File: src/hw/rtl/sexpr_tokenizer_top_defines.svh
// Assertion macros used by the tokenizer emitter RTL
`ifndef SEXPR_TOKENIZER_TOP_DEFINES_SVH
`define SEXPR_TOKENIZER_TOP_DEFINES_SVH

// property checked on every clock, off while in reset
`define SEXPR_ASSERT(lbl, prop, msg) \
    lbl: assert property (@(posedge clk) disable iff (!rst_n) prop) else $error(msg);

// condition in one cycle implies consequence in the next
`define SEXPR_ASSERT_NEXT(lbl, ante, cons, msg) \
    lbl: assert property (@(posedge clk) disable iff (!rst_n) (ante) |=> (cons)) else $error(msg);

`endif

File: src/hw/rtl/sexpr_tok_pkg.sv
package sexpr_tok_pkg;

    typedef enum logic [2:0] {
        EV_OPEN       = 3'd0,
        EV_CLOSE      = 3'd1,
        EV_QUOTE      = 3'd2,
        EV_STR_BEGIN  = 3'd3,
        EV_ATOM_BEGIN = 3'd4,
        EV_CHAR       = 3'd5,
        EV_END        = 3'd6,
        EV_ESC_ERR    = 3'd7
    } ev_t;

    typedef enum logic [4:0] {
        MODE_BETWEEN = 5'b00001,
        MODE_COMMENT = 5'b00010,
        MODE_STRING  = 5'b00100,
        MODE_ESCAPE  = 5'b01000,
        MODE_ATOM    = 5'b10000
    } mode_t;

    localparam logic [7:0] CH_OPEN   = 8'h28;
    localparam logic [7:0] CH_CLOSE  = 8'h29;
    localparam logic [7:0] CH_SEMI   = 8'h3B;
    localparam logic [7:0] CH_QUOTE  = 8'h27;
    localparam logic [7:0] CH_DQUOTE = 8'h22;
    localparam logic [7:0] CH_BSLASH = 8'h5C;
    localparam logic [7:0] CH_LF     = 8'h0A;
    localparam logic [7:0] CH_TAB    = 8'h09;
    localparam logic [7:0] CH_VT     = 8'h0B;
    localparam logic [7:0] CH_FF     = 8'h0C;
    localparam logic [7:0] CH_CR     = 8'h0D;
    localparam logic [7:0] CH_SPACE  = 8'h20;
    localparam logic [7:0] CH_LOW_N  = 8'h6E;
    localparam logic [7:0] CH_LOW_T  = 8'h74;

    // events caused by one byte, oldest in ev[0]
    typedef struct packed {
        ev_t [2:0]  ev;
        logic [7:0] ch;
        logic [1:0] cnt;
    } bundle_t;

endpackage

File: src/hw/rtl/sexpr_tokenizer_top.sv
// Channel  Dir  tdata           tuser          tlast
// s_*      in   [7:0] char_in   -              end_of_input
// m_*      out  [7:0] char_out  [2:0] event    last_of_run
//
// One byte can enter every cycle while each byte yields at most one beat; its
// beats start in the cycle after the byte is taken. A byte with several beats
// holds off the next byte until its last beat is taken, as the emitter holds a
// single result slot. Bytes with no beats only wait while the slot holds beats
// that are not on their final one with m_tready high. Reset clears the lexer
// mode to between tokens and empties the result slot. A stalled m_tready
// freezes the slot and keeps s_tready low for as long as the slot holds beats.
module sexpr_tokenizer_top
    import sexpr_tok_pkg::*;
(
    input  logic       clk,
    input  logic       rst_n,
    input  logic       s_tvalid,
    output logic       s_tready,
    input  logic [7:0] s_tdata,   // [7:0] char_in
    input  logic       s_tlast,
    output logic       m_tvalid,
    input  logic       m_tready,
    output logic [7:0] m_tdata,   // [7:0] char_out
    output logic [2:0] m_tuser,   // [2:0] event_res
    output logic       m_tlast
);

    bundle_t bundle;
    logic    accept;

    assign accept = s_tvalid && s_tready;

    sexpr_tok_lexer u_lexer (
        .clk          (clk),
        .rst_n        (rst_n),
        .accept       (accept),
        .char_in      (s_tdata),
        .end_of_input (s_tlast),
        .bundle       (bundle)
    );

    sexpr_tok_emit u_emit (
        .clk      (clk),
        .rst_n    (rst_n),
        .accept   (accept),
        .bundle   (bundle),
        .ready    (s_tready),
        .m_tvalid (m_tvalid),
        .m_tready (m_tready),
        .m_tdata  (m_tdata),
        .m_tuser  (m_tuser),
        .m_tlast  (m_tlast)
    );

endmodule

File: src/hw/rtl/sexpr_tok_lexer.sv
module sexpr_tok_lexer
    import sexpr_tok_pkg::*;
(
    input  logic       clk,
    input  logic       rst_n,
    input  logic       accept,
    input  logic [7:0] char_in,
    input  logic       end_of_input,
    output bundle_t    bundle
);

    mode_t   mode_reg;
    mode_t   mode_next;
    mode_t   b_mode;
    bundle_t bw;
    bundle_t nb;
    logic    blank;
    logic    delim;

    // byte handled between tokens
    always_comb
    begin
        blank  = char_in inside {CH_SPACE, CH_TAB, CH_LF, CH_VT, CH_FF, CH_CR};
        delim  = blank || char_in inside {CH_OPEN, CH_CLOSE, CH_QUOTE};
        bw     = '0;
        b_mode = MODE_BETWEEN;
        if (blank)
        begin
            b_mode = MODE_BETWEEN;
        end
        else if (char_in == CH_SEMI)
        begin
            b_mode = MODE_COMMENT;
        end
        else if (char_in == CH_OPEN)
        begin
            bw.ev[0] = EV_OPEN;
            bw.cnt   = 2'd1;
        end
        else if (char_in == CH_CLOSE)
        begin
            bw.ev[0] = EV_CLOSE;
            bw.cnt   = 2'd1;
        end
        else if (char_in == CH_QUOTE)
        begin
            bw.ev[0] = EV_QUOTE;
            bw.cnt   = 2'd1;
        end
        else if (char_in == CH_DQUOTE)
        begin
            bw.ev[0] = EV_STR_BEGIN;
            bw.cnt   = 2'd1;
            b_mode   = MODE_STRING;
        end
        else
        begin
            bw.ev[0] = EV_ATOM_BEGIN;
            bw.ev[1] = EV_CHAR;
            bw.ch    = char_in;
            bw.cnt   = 2'd2;
            b_mode   = MODE_ATOM;
        end
    end

    always_comb
    begin
        nb        = '0;
        mode_next = mode_reg;
        case (mode_reg)
            MODE_COMMENT:
            begin
                if (char_in == CH_LF)
                    mode_next = MODE_BETWEEN;
            end
            MODE_STRING:
            begin
                if (char_in == CH_BSLASH)
                begin
                    mode_next = MODE_ESCAPE;
                end
                else if (char_in == CH_DQUOTE)
                begin
                    nb.ev[0]  = EV_END;
                    nb.cnt    = 2'd1;
                    mode_next = MODE_BETWEEN;
                end
                else
                begin
                    nb.ev[0] = EV_CHAR;
                    nb.ch    = char_in;
                    nb.cnt   = 2'd1;
                end
            end
            MODE_ESCAPE:
            begin
                nb.ev[0] = EV_CHAR;
                nb.cnt   = 2'd1;
                if (char_in == CH_LOW_N)
                    nb.ch = CH_LF;
                else if (char_in == CH_LOW_T)
                    nb.ch = CH_TAB;
                else
                    nb.ch = char_in;
                mode_next = MODE_STRING;
            end
            MODE_ATOM:
            begin
                if (delim)
                begin
                    nb.ev[0]  = EV_END;
                    nb.ev[1]  = bw.ev[0];
                    nb.cnt    = 2'(2'd1 + bw.cnt);
                    mode_next = b_mode;
                end
                else
                begin
                    nb.ev[0] = EV_CHAR;
                    nb.ch    = char_in;
                    nb.cnt   = 2'd1;
                end
            end
            default:
            begin
                nb        = bw;
                mode_next = b_mode;
            end
        endcase

        // close whatever is open at end of text
        if (end_of_input)
        begin
            if (mode_next == MODE_ATOM || mode_next == MODE_STRING)
            begin
                nb.ev[nb.cnt] = EV_END;
                nb.cnt        = 2'(nb.cnt + 2'd1);
            end
            else if (mode_next == MODE_ESCAPE)
            begin
                nb.ev[nb.cnt] = EV_ESC_ERR;
                nb.cnt        = 2'(nb.cnt + 2'd1);
            end
            mode_next = MODE_BETWEEN;
        end
    end

    always_ff @(posedge clk or negedge rst_n)
    begin
        if (!rst_n)
            mode_reg <= MODE_BETWEEN;
        else if (accept)
            mode_reg <= mode_next;
    end

    assign bundle = nb;

endmodule

File: src/hw/rtl/sexpr_tok_emit.sv
`include "sexpr_tokenizer_top_defines.svh"

module sexpr_tok_emit
    import sexpr_tok_pkg::*;
(
    input  logic       clk,
    input  logic       rst_n,
    input  logic       accept,
    input  bundle_t    bundle,
    output logic       ready,
    output logic       m_tvalid,
    input  logic       m_tready,
    output logic [7:0] m_tdata,
    output logic [2:0] m_tuser,
    output logic       m_tlast
);

    logic       valid_reg;
    logic [1:0] idx_reg;
    logic [1:0] cnt_reg;
    ev_t [2:0]  ev_reg;
    logic [7:0] ch_reg;
    logic       at_last;
    logic       load;
    ev_t        cur_ev;

    assign at_last = (idx_reg == 2'(cnt_reg - 2'd1));
    assign ready   = !valid_reg || (m_tready && at_last);
    assign load    = accept && (bundle.cnt != 2'd0);

    always_ff @(posedge clk or negedge rst_n)
    begin
        if (!rst_n)
        begin
            valid_reg <= 1'b0;
            idx_reg   <= 2'd0;
            cnt_reg   <= 2'd1;
        end
        else if (load)
        begin
            valid_reg <= 1'b1;
            idx_reg   <= 2'd0;
            cnt_reg   <= bundle.cnt;
        end
        else if (valid_reg && m_tready)
        begin
            if (at_last)
                valid_reg <= 1'b0;
            else
                idx_reg <= 2'(idx_reg + 2'd1);
        end
    end

    always_ff @(posedge clk)
    begin
        if (load)
        begin
            ev_reg <= bundle.ev;
            ch_reg <= bundle.ch;
        end
    end

    assign cur_ev   = ev_reg[idx_reg];
    assign m_tvalid = valid_reg;
    assign m_tuser  = cur_ev;
    assign m_tdata  = (cur_ev == EV_CHAR) ? ch_reg : 8'd0;
    assign m_tlast  = at_last;

    `SEXPR_ASSERT(a_idx_in_range, valid_reg |-> (idx_reg < cnt_reg), "beat index past count")
    `SEXPR_ASSERT(a_load_when_free, load |-> (!valid_reg || (m_tready && at_last)), "load over live beats")
    `SEXPR_ASSERT_NEXT(a_drain, valid_reg && m_tready && at_last && !load, !valid_reg, "slot not drained")
    `SEXPR_ASSERT_NEXT(a_advance, valid_reg && m_tready && !at_last, valid_reg && (idx_reg == 2'($past(idx_reg) + 2'd1)), "beat index did not advance")

endmodule

File: config.mk
export PLATFORM = sky130hd
export DESIGN_NAME = sexpr_tokenizer_top
export DESIGN_NICKNAME = d
export VERILOG_FILES = /design/src/hw/rtl/sexpr_tok_pkg.sv /design/src/hw/rtl/sexpr_tokenizer_top.sv /design/src/hw/rtl/sexpr_tok_lexer.sv /design/src/hw/rtl/sexpr_tok_emit.sv
export VERILOG_INCLUDE_DIRS = /design/src /design/src/hw/rtl
export SDC_FILE = /design/constraint.sdc
export NUM_CORES = 1
export LEC_CHECK = 0
export BUFFER_PORTS_ARGS = -buffer_cell sky130_fd_sc_hd__buf_2
export CORE_AREA = 2 2 76 78
export CTS_BUF_LIST = sky130_fd_sc_hd__clkbuf_4
export DETAILED_ROUTE_END_ITERATION = 6
export DIE_AREA = 0 0 78 80
export PLACE_DENSITY_LB_ADDON = 0.25
export RECOVER_POWER = 100
export SLEW_MARGIN = 10
export SYNTH_ARGS = -nofsm -noshare
export SYNTH_HDL_FRONTEND = slang
export SYNTH_SLANG_ARGS = --single-unit
File: constraint.sdc
create_clock -name clk -period 3.5 [get_ports clk]
set_clock_uncertainty 0.2 [all_clocks]
set_input_delay 0.175 -clock clk [delete_from_list [all_inputs] [get_ports clk]]
set_output_delay 0.175 -clock clk [all_outputs]
set_load 0.01 [all_outputs]
---- Word-level counts from Yosys, hierarchy flattened ----
Cells that the tools add are included.
word-level totals
  register bits after elaboration ......... 27
  output and inout port bits .............. 14
  word-level logic and storage cells ...... 117
cells by class
  add/subtract/negate cells ............... 4
  $lt $le $gt $ge ......................... 3
  equal/unequal tests ..................... 24
  muxes and demuxes ....................... 57
  bitwise logic cells ..................... 4
  reduce and logical (&&, ||, !) cells .... 17
operator list
  kind                                                                           number
  8-bit two-way mux                                                              8
  5-bit two-way mux                                                              11
  13-bit one-hot mux with 4 select lines                                         1
  8-bit by 6-bit equality test with 1-bit output (second input constant)         6
  8-bit by 4-bit equality test with 1-bit output (second input constant)         5
  3-bit two-way mux                                                              11
  16-bit two-way mux                                                             2
  2-bit two-way mux                                                              13
  8-bit by 7-bit equality test with 1-bit output (second input constant)         3
  5-bit one-hot mux with 4 select lines                                          1
  9-bit two-way mux                                                              2
  13-bit two-way mux                                                             1
  5-bit by 3-bit equality test with 1-bit output (second input constant)         2
  5-bit by 4-bit equality test with 1-bit output (second input constant)         2
  5-bit equality test (second input constant)                                    2
  6-bit by 9-bit bitwise OR with 9-bit output                                    1
  3-bit binary-select mux with 2-bit select                                      1
  3-bit demux with 2-bit select                                                  1
  2-bit by 3-bit less-than comparator with 1-bit output (second input constant)  2
  6-bit two-way mux                                                              1
  4-bit by 6-bit bitwise OR with 6-bit output                                    1
  3-bit one-hot mux with 2 select lines                                          1
  2-bit nonzero test                                                             3
  6-bit nonzero test                                                             1
  other kinds (17)                                                               27

---- Depth between registers and ports, before layout ----
Gate-level depths: netlist of run 1.
  depth after elaboration ................. 18
  depth in mapped cells ................... 12
  gate-level depth less buffers ........... 11

---- Hierarchy ----
Synthesis of run 1 repeated with hierarchy kept, for this count alone.
unflattened totals
  cells, all modules ...................... 227
  area, all modules ....................... 2058.2 µm²
modules (own cells, without submodules)
  module               instances  cells each  area each (µm²)  seq. area each (µm²)
  sexpr_tok_lexer      1          156         1073.5           126.4
  sexpr_tok_emit       1          70          978.4            636.9
  sexpr_tokenizer_top  1          1           6.3              0.0

---- Worst setup path before layout of run 1 ----
OpenSTA, ideal clock, no wires.
  kind .................................... register to register
  start ................................... register u_lexer.mode_reg[3]
  end ..................................... register u_emit.ch_reg[0] (enable)
  arrival time ............................ 2.779 ns
  required time ........................... 2.911 ns
  setup slack ............................. 0.131 ns
  cell stages (with the launch flop) ...... 10
  buffers on the path ..................... 2
  clock period less this slack ............ 3.369 ns
  cell sequence ........................... dfrtp_1 buf_6 or4b_4 o211ai_2 and2_1 buf_6 a32oi_4 ha_1 and4_4 nor3_2
on the way
  longest elaborated chain between the ends .. 9
  elaborated cells between the ends (all ways) .. 20
  those cells by class .................... add/sub: 1; eq/ne: 7; mux: 9; reduce/logical: 3
ends and longest elaborated chain
  element                                                                                         RTL line                source
  start, declared                                                                                 sexpr_tok_lexer.sv:12   mode_t mode_reg;
  start signal, assigned                                                                          sexpr_tok_lexer.sv:152  mode_reg <= mode_next;
  parallel branches: the longest is 6 deep, another holds 2-bit by 1-bit adder with 2-bit output  n/a
  2-bit two-way mux *                                                                             sexpr_tok_lexer.sv:131  if (end_of_input)
  2-bit nonzero test *                                                                            sexpr_tok_emit.sv:29    assign load = accept && (bundle.cnt != 2'd0);
  1-bit logical AND *                                                                             sexpr_tok_emit.sv:29
  via u_emit.load                                                                                 sexpr_tok_emit.sv:24    logic load;
  end signal, assigned                                                                            sexpr_tok_emit.sv:59    ch_reg <= bundle.ch;
  end, declared                                                                                   sexpr_tok_emit.sv:22    logic [7:0] ch_reg;
Mark *: on every way through the listed nets, which the timed path passes.
A chain may end at the register's enable or synchronous reset.

---- Worst setup path after layout of run 1 ----
Ends and elaborated chain as after synthesis.

==> results of run 1 <==
## worst reg2reg max path: cells and delay by family (launching register included)
kind / cells / cell delay (ps)
AND/OR/NAND/NOR: 3 / 950
AO/OA/AOI/OAI: 3 / 630
flip-flops: 1 / 500
adder cells (fa/ha/maj): 1 / 310
buffers and inverters: 1 / 280
## through the flow
stage	setup slack [ps]	cell area (um2)	total power, W	util (%)	cells
final	347	2290	0.00149	42.3	326
after CTS	490	2320	0.00154	42.9	326
after global placement	547	2230	0.00132	41.3	319
after floorplan	131	2070	0.00114	-	232
after global routing	179	2290	0.00161	42.3	326
after detailed placement	502	2230	0.00132	41.3	319
## report_power, final
| group | internal (W) | switching, W |
|---|---|---|
| clock network | 0.000116 | 0.0000924 |
| logic | 0.000295 | 0.000439 |
| registers | 0.000457 | 0.0000918 |
| total | 0.000867 | 0.000623 |
## layout make-up
type,instances,area [um2]
clock buffer,3,22.5
clock inverter,1,30.0
fill,574,3120
inverter,8,30.0
multi-input combinational,184,1210
sequential,26,733
tap,72,90.1
timing repair buffer,32,170
## layout by cell type, fill, tap and decap left out, types with 6 or more instances in the layout
cell type / instances
dfrtp_1: 8
nor2_1: 18
a21oi_1: 10
nand3_1: 7
edfxtp_1: 16
o21ai_0: 13
and3_1: 6
nand2_1: 27
nor3_1: 8
and2_0: 9
inv_1: 7
buf_2: 19
clkbuf_1: 8
o31ai_1: 7
## cells in the mapped netlist, types with 2 or more instances
library cell,instances
and3_1,6
o2111ai_1,2
xnor2_1,3
inv_2,2
nand3b_1,2
a21oi_1,9
buf_2,8
mux2i_1,4
nor2_2,2
nor2_1,18
o221ai_1,2
o31ai_1,7
a21o_1,2
a21oi_2,2
or2_2,2
clkbuf_1,3
nor2b_1,4
nor4_1,4
inv_1,6
dfstp_2,2
nor3_1,7
and2_1,11
o21ai_0,12
nand2_1,26
and3b_1,3
o22ai_1,2
nand3_1,7
ha_1,3
dfrtp_1,8
xor2_1,2
nand4_1,2
a31oi_1,4
buf_6,2
nand2b_1,2
nand2_2,2
edfxtp_1,16
## worst paths after layout
check	from	to	slack, ps	cells after the start
worst max-delay path	u_lexer.mode_reg[3]	u_emit.ch_reg[0]	350	8
worst min-delay path	s_tdata[6]	u_emit.ch_reg[6]	20	2
worst max register to register	u_lexer.mode_reg[3]	u_emit.ch_reg[0]	350	8
worst min register to register	u_emit.cnt_reg[1]	u_emit.cnt_reg[1]	370	2
max in group asynchronous	rst_n	u_emit.idx_reg[1]	2590	2
min in group asynchronous	rst_n	u_lexer.mode_reg[2]	130	2
## what timing repair did
action | in CTS | in global routing
hold buffers | 3 | 0
hold endpoints to repair | 15 | 0
buffers inserted | 0 | 0
## cell families after synthesis
| logic type | share of synthesized area, % |
|---|---|
| AOI/OAI and AO/OA | 22.3 |
| adders and majority gates | 1.81 |
| and+or+nand+nor | 31.1 |
| DFF | 35.4 |
| muxes | 1.93 |
| buffers and inverters | 5.37 |
| xor gates and xnor gates | 2.11 |
## routing by layer
metal,track usage (%),vias up
met5,0,-
met4,3.51,0
met3,2.38,4
met2,25.1,30
met1,21.0,805
li1,-,905
==> impl_results.md, run 1 <==
- WP buf/inv: 1
- Chip Width: 78 um
- Initial antenna violation count: 0
- Pwr Density: 652 mW/mm2
- Antenna cells: 0
- Detailed Route Iter0 Violations: 85
- Synthesis-to-finish area growth: 10.3%
- Worst Tran Pin Value: 894 ps
- Pin count of the biggest net entering global routing: 19
- Status: completed
- Clock buffer depth: 2
- Port bufs: 26
- Final Critical Period: 3150 ps
- Met2 wire length: 2110 um
- RD Place Congestion: 0.893
- Worst EP required: 3340 ps
- Initial Util: 38.4%
- Clock Sinks: 26
- RSZ-0062 raised after global routing: false
- Most area-consuming cells after synthesis: edfxtp_1, dfrtp_1, nand2_1
- Ports: 27
- Grt ovf: 0
- Worst setup SP type: flip-flop
- Vias: 1744
- DIE HEIGHT: 80 um
- Max Cap Viol: 0
- Top cell type's share of synthesized area: 23.2%
- CP endpoint kind: flip-flop
- Worst Hold Class: input port to flip-flop
- First-pass GRT wire length: 7670 um
- Worst path slowest cell: or4b_1
- Clk_lat worst skew: 330 ps
- Total CTS buffers: 3
- Pleak: 0.867 nW
- Main synth FF type: edfxtp_1
- Final hold vios: 0
- Crit-path cells: or4b_1, o211ai_2, a21oi_1, a32oi_4, ha_1, and4_1, nor3_1, buf_4
- CP max FO: 18
- Yosys warning total: 0
- CP max stage delay: 610 ps
- Nets@finish: 271
- Crit path kind: flip-flop to flip-flop
- Mean Syn Cell Area: 8.94 um2
- Vias/cell: 5.35
- Rows: 27
- Pins Over Slew Limit: 0
- Root Driver: clkbuf_4
- Post-Synthesis Cells: 232
- Hold slack: 18.1 ps
- Slew headroom: 39.6%
- Yosys reg bits: 26
- Post-Syn Area: 0.00207 mm2
- CTS tree: built
- Die ar.: 0.00624 mm2
- Setup_tns: 0 ps
- Final wirelength: 4650 um
- Routed met3 length: 189 um
- Hpwl dp: 3610 um
- Post-synth EDFFs: 16
- Post-CTS Resized: 0
- CP top delay family: simple AND/OR/NAND/NOR gates
- DRC viols: 0
- Endpoints failing setup: 0
- Post-Syn Nets: 248
- Share of layout cells above drive strength 1: 16.9%
- Number of global-route vias before repair: 1585
- Post-route ant nets: 0
- Max Used Layer: met4
- Largest area contributor in the synthesized netlist: edfxtp_1
- Initial DRT Pass Iterations: 4
- Final period utilization: 90.1%
- Async SR Flop Fraction: 38.5%
- Metal-1 WL: 2320 um
- Unique masters post-synth: 69
- Avg WL per Cell: 14.3 um
- Fmax: 317 MHz
- Max IR drop VDD: 0.363 mV
- CTS clk-pin slew, worst paths: 140 ps
- Seq/Total Area, Yosys: 35.4%
- Crit path DAT: 2990 ps
- H-Tree Level Count: 1
- Core Area: 0.00541 mm2
- Total track usage: 15.2%
Power figures use the tool's default switching activity.
==> run 2: changes to the inputs <==
--- a/config.mk
+++ b/config.mk
@@ -11,9 +11,12 @@
 export CTS_BUF_LIST = sky130_fd_sc_hd__clkbuf_4
 export DETAILED_ROUTE_END_ITERATION = 6
 export DIE_AREA = 0 0 78 80
+export GPL_TIMING_DRIVEN = 0
 export PLACE_DENSITY_LB_ADDON = 0.25
 export RECOVER_POWER = 100
+export SKIP_CTS_REPAIR_TIMING = 1
 export SLEW_MARGIN = 10
 export SYNTH_ARGS = -nofsm -noshare
 export SYNTH_HDL_FRONTEND = slang
+export SYNTH_HIERARCHICAL = 1
 export SYNTH_SLANG_ARGS = --single-unit
==> impl_results.md, run 2 <==
- Status: completed
- Post-route ant nets: 0 (unchanged)
- Crit path kind: flip-flop to flip-flop
- Top cell type's share of synthesized area: 24.8% (+1.6 points)
- Post-synth EDFFs: 17 (+1)
- Synthesis-to-finish area growth: 11.2%
- Worst Tran Pin Value: 814 ps (-80.0 ps)
- Main synth FF type: edfxtp_1
- Vias/cell: 5.54 (+3.6%)
- Unique masters post-synth: 60 (-13%)
- Nets@finish: 274 (+1.1%)
- DIE HEIGHT: 80 um (unchanged)
- Clock buffer depth: 2 (unchanged)
- RD Place Congestion: 0.948 (+6.1%)
- DP Area: 0.00227 mm2 (+1.7%)
- Max reg flops: 9
- Number of global-route vias before repair: 1721 (+8.6%)
- Final worst slack: 139 ps (-208 ps)
- Max IR drop VDD: 0.189 mV (-48%)
- Ports: 27 (unchanged)
- DRC viols: 0 (unchanged)
- Worst Hold Class: input port to flip-flop
- Slew headroom: 45.5% (+6.0 points)
- Post-place setup slack: -820 ps (-1320 ps)
- Avg WL per Cell: 15.0 um (+4.9%)
- Commonest non-fill, non-tap cell in the layout: nand2_1
- Worst setup SP type: flip-flop
- Largest area contributor in the synthesized netlist: edfxtp_1
- Endpoints failing setup: 0 (unchanged)
- Clock Sinks: 27 (+3.8%)
- H-Tree Level Count: 1 (unchanged)
- Pleak: 0.853 nW (-1.6%)
- Post-Synthesis Cells: 227 (-2.2%)
- Initial Util: 38.1% (-0.28 points)
- Most common cell in the synthesized netlist: nand2_1
- Yosys reg bits: 27 (+3.8%)
- Hpwl dp: 3650 um (+1.2%)
- Most area-consuming cells after synthesis: edfxtp_1, dfrtp_1, nor4b_1
- Final Critical Period: 3360 ps (+208 ps)
- Async SR Flop Fraction: 37.0% (-1.4 points)
- Port bufs: 25 (-3.8%)
- Yosys warning total: 6 (+6)
- Chip Width: 78 um (unchanged)
- Final period utilization: 96.0% (+5.9 points)
- Total CTS buffers: 3 (unchanged)
- Final wirelength: 4930 um (+5.9%)
- Root Driver: clkbuf_4
- Post-Syn Area: 0.00206 mm2 (-0.72%)
- Mean Syn Cell Area: 9.07 um2 (+1.5%)
- RSZ-0062 raised after global routing: false
- CTS tree: built
- Antenna cells: 0 (unchanged)
- Grt ovf: 0 (unchanged)
- Fin area: 0.00229 mm2 (about the same)
- Rows: 27 (unchanged)
- Initial DRT Pass Iterations: 4 (unchanged)
- CP max FO: 20 (+2)
- Detailed Route Iter0 Violations: 131 (+54%)
- Crit path DAT: 3400 ps (+410 ps)
- Die ar.: 0.00624 mm2 (unchanged)
- Pins Over Slew Limit: 0 (unchanged)
- CP endpoint kind: flip-flop
- Total track usage: 16.5% (+1.3 points)
- Share of layout cells above drive strength 1: 14.0% (-2.9 points)
- First-pass GRT wire length: 8370 um (+9.2%)
- Fmax: 297 MHz (-6.2%)
- Worst EP required: 3540 ps (+200 ps)
- Most frequent cells in the layout: nand2_1, clkbuf_1, edfxtp_1, nor2_1
- Post-Syn Nets: 243 (-2.0%)
- Vias: 1824 (+4.6%)
- Max Cap Viol: 0 (unchanged)
- Core Area: 0.00541 mm2 (unchanged)
- Pwr Density: 610 mW/mm2 (-6.4%)
- Seq/Total Area, Yosys: 37.1% (+1.7 points)
- Clk_lat worst skew: 330 ps (about the same)
- Final hold vios: 0 (unchanged)
- Initial antenna violation count: 0 (unchanged)
- Commonest cells in the netlist: nand2_1, edfxtp_1, nor2_1, inv_1, o21ai_0
- CTS clk-pin slew, worst paths: 160 ps (+20 ps)
- Pin count of the biggest net entering global routing: 21 (+2)
[run 2: final timing paths]
kind                                startpoint             endpoint  slack (ps)  cells after the start
max                        u_lexer/mode_reg[3]      u_emit/m_tvalid         140                     12
min                                   m_tready      u_emit/m_tvalid          20                      3
max reg2reg                u_lexer/mode_reg[3]      u_emit/m_tvalid         140                     12
min reg2reg                u_lexer/mode_reg[0]  u_lexer/mode_reg[0]         350                      2
max in group asynchronous                rst_n    u_emit/cnt_reg[0]        2600                      2
min in group asynchronous                rst_n  u_lexer/mode_reg[3]         130                      2
[run 2: routing by layer]
layer	global-route usage (%)	part of all wire, %	wire length (um)
met2	27.2	47	2320
met5	0	0	0
met4	4.39	0.91	45
met1	23.4	48	2380
met3	1.13	3.7	183
[run 2: final cells by class]
type | count | area [um2]
sequential | 27 | 763
fill | 579 | 3120
tap | 72 | 90.1
clock buffer | 3 | 22.5
buffer | 12 | 80.1
inverter | 14 | 55.1
clock inverter | 1 | 5.00
timing repair buffer | 26 | 119
multi-input combinational | 174 | 1150
[run 2: cells by family (layout without fill, tap and decap cells)]
kind of cell,count (synthesis),count (layout),share of synthesized area (%)
compound gates,54,54,19.1
xor+xnor,4,4,1.70
fa+ha+maj,3,3,1.82
buf+inv,26,56,6.81
flops,27,27,37.1
mux,5,5,2.49
simple gates,108,108,31.0
[run 2: critical path, cell delays in order, from the launching register on]
cell     delay (ps)
dfrtp_1         400
buf_6           130
xor2_1          160
a311o_1         380
and2_4          160
buf_6           130
or4_4           520
buf_6           150
nand4_2         110
mux2_2          390
o21ai_4         200
inv_4           130
a31o_1          200
[run 2: metrics by stage]
stage	hold slack [ps]	util (%)	power (W)	std cells	setup TNS (ps)
detailed placement	-146	42.1	0.00129	324	-15730
floorplan	-321	-	0.00108	227	0
global placement	-150	42.1	0.00128	324	-16350
global route	40.4	42.3	0.00152	329	0
CTS	-527	42.6	0.00143	328	-9270
finish	16.5	42.3	0.00140	329	0
[run 2: power by group]
| group | total [W] | internal, W | switching [W] |
|---|---|---|---|
| registers | 0.000531 | 0.000475 | 0.0000565 |
| clock network | 0.000136 | 0.0000429 | 0.0000932 |
| logic | 0.000728 | 0.000282 | 0.000446 |
| total | 0.00140 | 0.000800 | 0.000595 |
==> run 3: changes to the inputs <==
--- a/config.mk
+++ b/config.mk
@@ -18,5 +18,4 @@
 export SLEW_MARGIN = 10
 export SYNTH_ARGS = -nofsm -noshare
 export SYNTH_HDL_FRONTEND = slang
-export SYNTH_HIERARCHICAL = 1
 export SYNTH_SLANG_ARGS = --single-unit
==> impl_results.md, run 3 (synthesis results as in run 1) <==
- DIE HEIGHT: 80 um (unchanged)
- Total CTS buffers: 3 (unchanged)
- Root Driver: clkbuf_4
- Worst EP required: 3350 ps (-190 ps)
- Hold Path End: u_emit.ch_reg[6]
- HP Start: s_tdata[6]
- Reg-to-Reg End: u_emit.ch_reg[0]
- R2R depth: 10 (-2)
- Worst setup SP type: flip-flop
- Worst Hold Class: input port to flip-flop
- Max Cap Viol: 0 (unchanged)
- Pleak: 0.896 nW (+5.1%)
- Worst Tran Pin Value: 874 ps (+60.1 ps)
- Status: completed
- Commonest non-fill, non-tap cell in the layout: nand2_1
- Grt ovf: 0 (unchanged)
- R2r setup slk: 320 ps (+180 ps)
- Crit path kind: flip-flop to flip-flop
- Hpwl dp: 3620 um (-0.73%)
- Crit path DAT: 3030 ps (-370 ps)
- Final period utilization: 90.8% (-5.3 points)
- Pin count of the biggest net entering global routing: 19 (-9.5%)
- Vias: 1807 (-0.93%)
- Initial Util: 38.4% (+0.28 points)
- Clk_lat worst skew: 340 ps (about the same)
- Final hold vios: 0 (unchanged)
- Fmax: 315 MHz (+5.8%)
- Slew headroom: 40.9% (-4.6 points)
- Pwr Density: 629 mW/mm2 (+3.1%)
- Endpoints failing setup: 0 (unchanged)
- Number of global-route vias before repair: 1623 (-5.7%)
- Worst path slowest cell: or4b_1
- Worst Hold Path Cells: 2 (-1)
- Pins Over Slew Limit: 0 (unchanged)
- Vias/cell: 5.41 (-2.4%)
- CP dominant cell by count: buf_6
- Total track usage: 15.2% (-1.2 points)
- DRC viols: 0 (unchanged)
- Max IR drop VDD: 0.262 mV (+39%)
- Rows: 27 (unchanged)
- FILL cells: 542 (-6.4%)
- RSZ-0062 raised after global routing: false
- Final Critical Period: 3180 ps (-184 ps)
- Initial antenna violation count: 0 (unchanged)
- Detailed Route Iter0 Violations: 148 (+13%)
- Final worst slack: 323 ps (+184 ps)
- Post-route ant nets: 0 (unchanged)
- Clock Sinks: 26 (-3.7%)
- CTS tree: built
- RD Place Congestion: 0.854 (-9.9%)
- Post-place setup slack: -229 ps (+591 ps)
- Chip Width: 78 um (unchanged)
- CP max stage delay: 580 ps (+60 ps)
- CTS clk-pin slew, worst paths: 150 ps (about the same)
- Nets@finish: 279 (+1.8%)
- H-Tree Level Count: 1 (unchanged)
- First-pass GRT wire length: 7650 um (-8.7%)
- Port bufs: 22 (-12%)
- Die ar.: 0.00624 mm2 (unchanged)
- CP endpoint kind: flip-flop
- Reg-to-Reg Start: u_lexer.mode_reg[3]
- Share of layout cells above drive strength 1: 19.5% (+5.5 points)
- Final wirelength: 4590 um (-6.8%)
- Avg WL per Cell: 13.7 um (-8.2%)
- Antenna cells: 0 (unchanged)
- Initial DRT Pass Iterations: 4 (unchanged)
- Ports: 27 (unchanged)
- CP max FO: 18 (-10%)
- Crit-path cells: buf_6, or4b_1, o211ai_2, and2_0, buf_6, a32oi_4, ha_1, and4_1, nor3_4, buf_12
- Most frequent cells in the layout: nand2_1, buf_2, nor2_1, edfxtp_1, o21ai_0
- Synthesis-to-finish area growth: 12.9%
- Clock buffer depth: 2 (unchanged)
- Core Area: 0.00541 mm2 (unchanged)
- Pwr Total: 0.00147 W (+5.5%)
[run 3: cell count changes in the layout (fill, tap and decap cells not counted), sizes merged, moves of 3 or more]
cell	previous run	this run
nor4b	10	2
and2	6	12
inv	14	9
nor2	16	20
or4	3	0
a31oi	1	4
nand2	21	28
o31ai	0	7
buf	18	27
o22ai	8	2
or2	0	4
nand2b	9	2
clkbuf	22	13
[run 3: worst max-delay path: cells and delay by family, from the launching register on]
family,cells,cell delay (ps)
compound gates,2,290
fa+ha+maj,1,360
buf+inv,3,450
flops,1,400
simple gates,4,1170
[run 3: worst max path at each step]
stage | depth (start not counted) | from | slack, ps | to
3_3_place_gp | 9 | u_lexer.mode_reg[3] | -230 | u_emit.ch_reg[6]
2_1_floorplan | 9 | u_lexer.mode_reg[3] | 130 | u_emit.ch_reg[0]
6_report | 10 | u_lexer.mode_reg[3] | 320 | u_emit.ch_reg[0]
3_5_place_dp | 9 | u_lexer.mode_reg[3] | -230 | u_emit.ch_reg[6]
5_1_grt | 10 | u_lexer.mode_reg[3] | 150 | u_emit.ev_reg[5]
4_1_cts | 9 | u_lexer.mode_reg[3] | -260 | u_emit.ch_reg[6]
[run 3: layer usage]
| metal | global-route usage [%] | part of all wire (%) | up-vias |
|---|---|---|---|
| met2 | 25.5 | 47 | 38 |
| met1 | 21.0 | 48 | 841 |
| met4 | 3.16 | 0.94 | 0 |
| met5 | 0 | 0 | - |
| met3 | 2.04 | 3.7 | 7 |
| li1 | - | - | 921 |
[run 3: per-stage QoR]
| step | utilization [%] | std cells | TNS, ps | instance area [um2] | hold WS (ps) |
|---|---|---|---|---|---|
| after floorplan | - | 232 | 0 | 2070 | -321 |
| after global placement | 42.1 | 326 | -3860 | 2270 | -147 |
| after detailed placement | 42.1 | 326 | -3880 | 2270 | -141 |
| after CTS | 42.5 | 330 | -4390 | 2300 | -520 |
| after global routing | 43.3 | 334 | 0 | 2340 | 30.5 |
| final | 43.3 | 334 | 0 | 2340 | 19.4 |
[run 3: final cells by class]
cell class | count | area (um2) | area share (%)
Multi-Input combinational cell | 184 | 1230 | 52.5
Sequential cell | 26 | 733 | 31.3
Timing Repair Buffer | 26 | 153 | 6.52
Tap cell | 72 | 90.1 | 3.85
Buffer | 14 | 80.1 | 3.42
Inverter | 8 | 30.0 | 1.28
Clock buffer | 3 | 22.5 | 0.962
Clock inverter | 1 | 3.75 | 0.160
[run 3: report_power, final]
group	total [W]	leakage (nW)	internal [W]	switching, W
clock	0.000135	0.0181	0.0000425	0.0000929
sequential	0.000497	0.266	0.000456	0.0000407
combinational	0.000840	0.612	0.000339	0.000501
total	0.00147	0.896	0.000837	0.000635
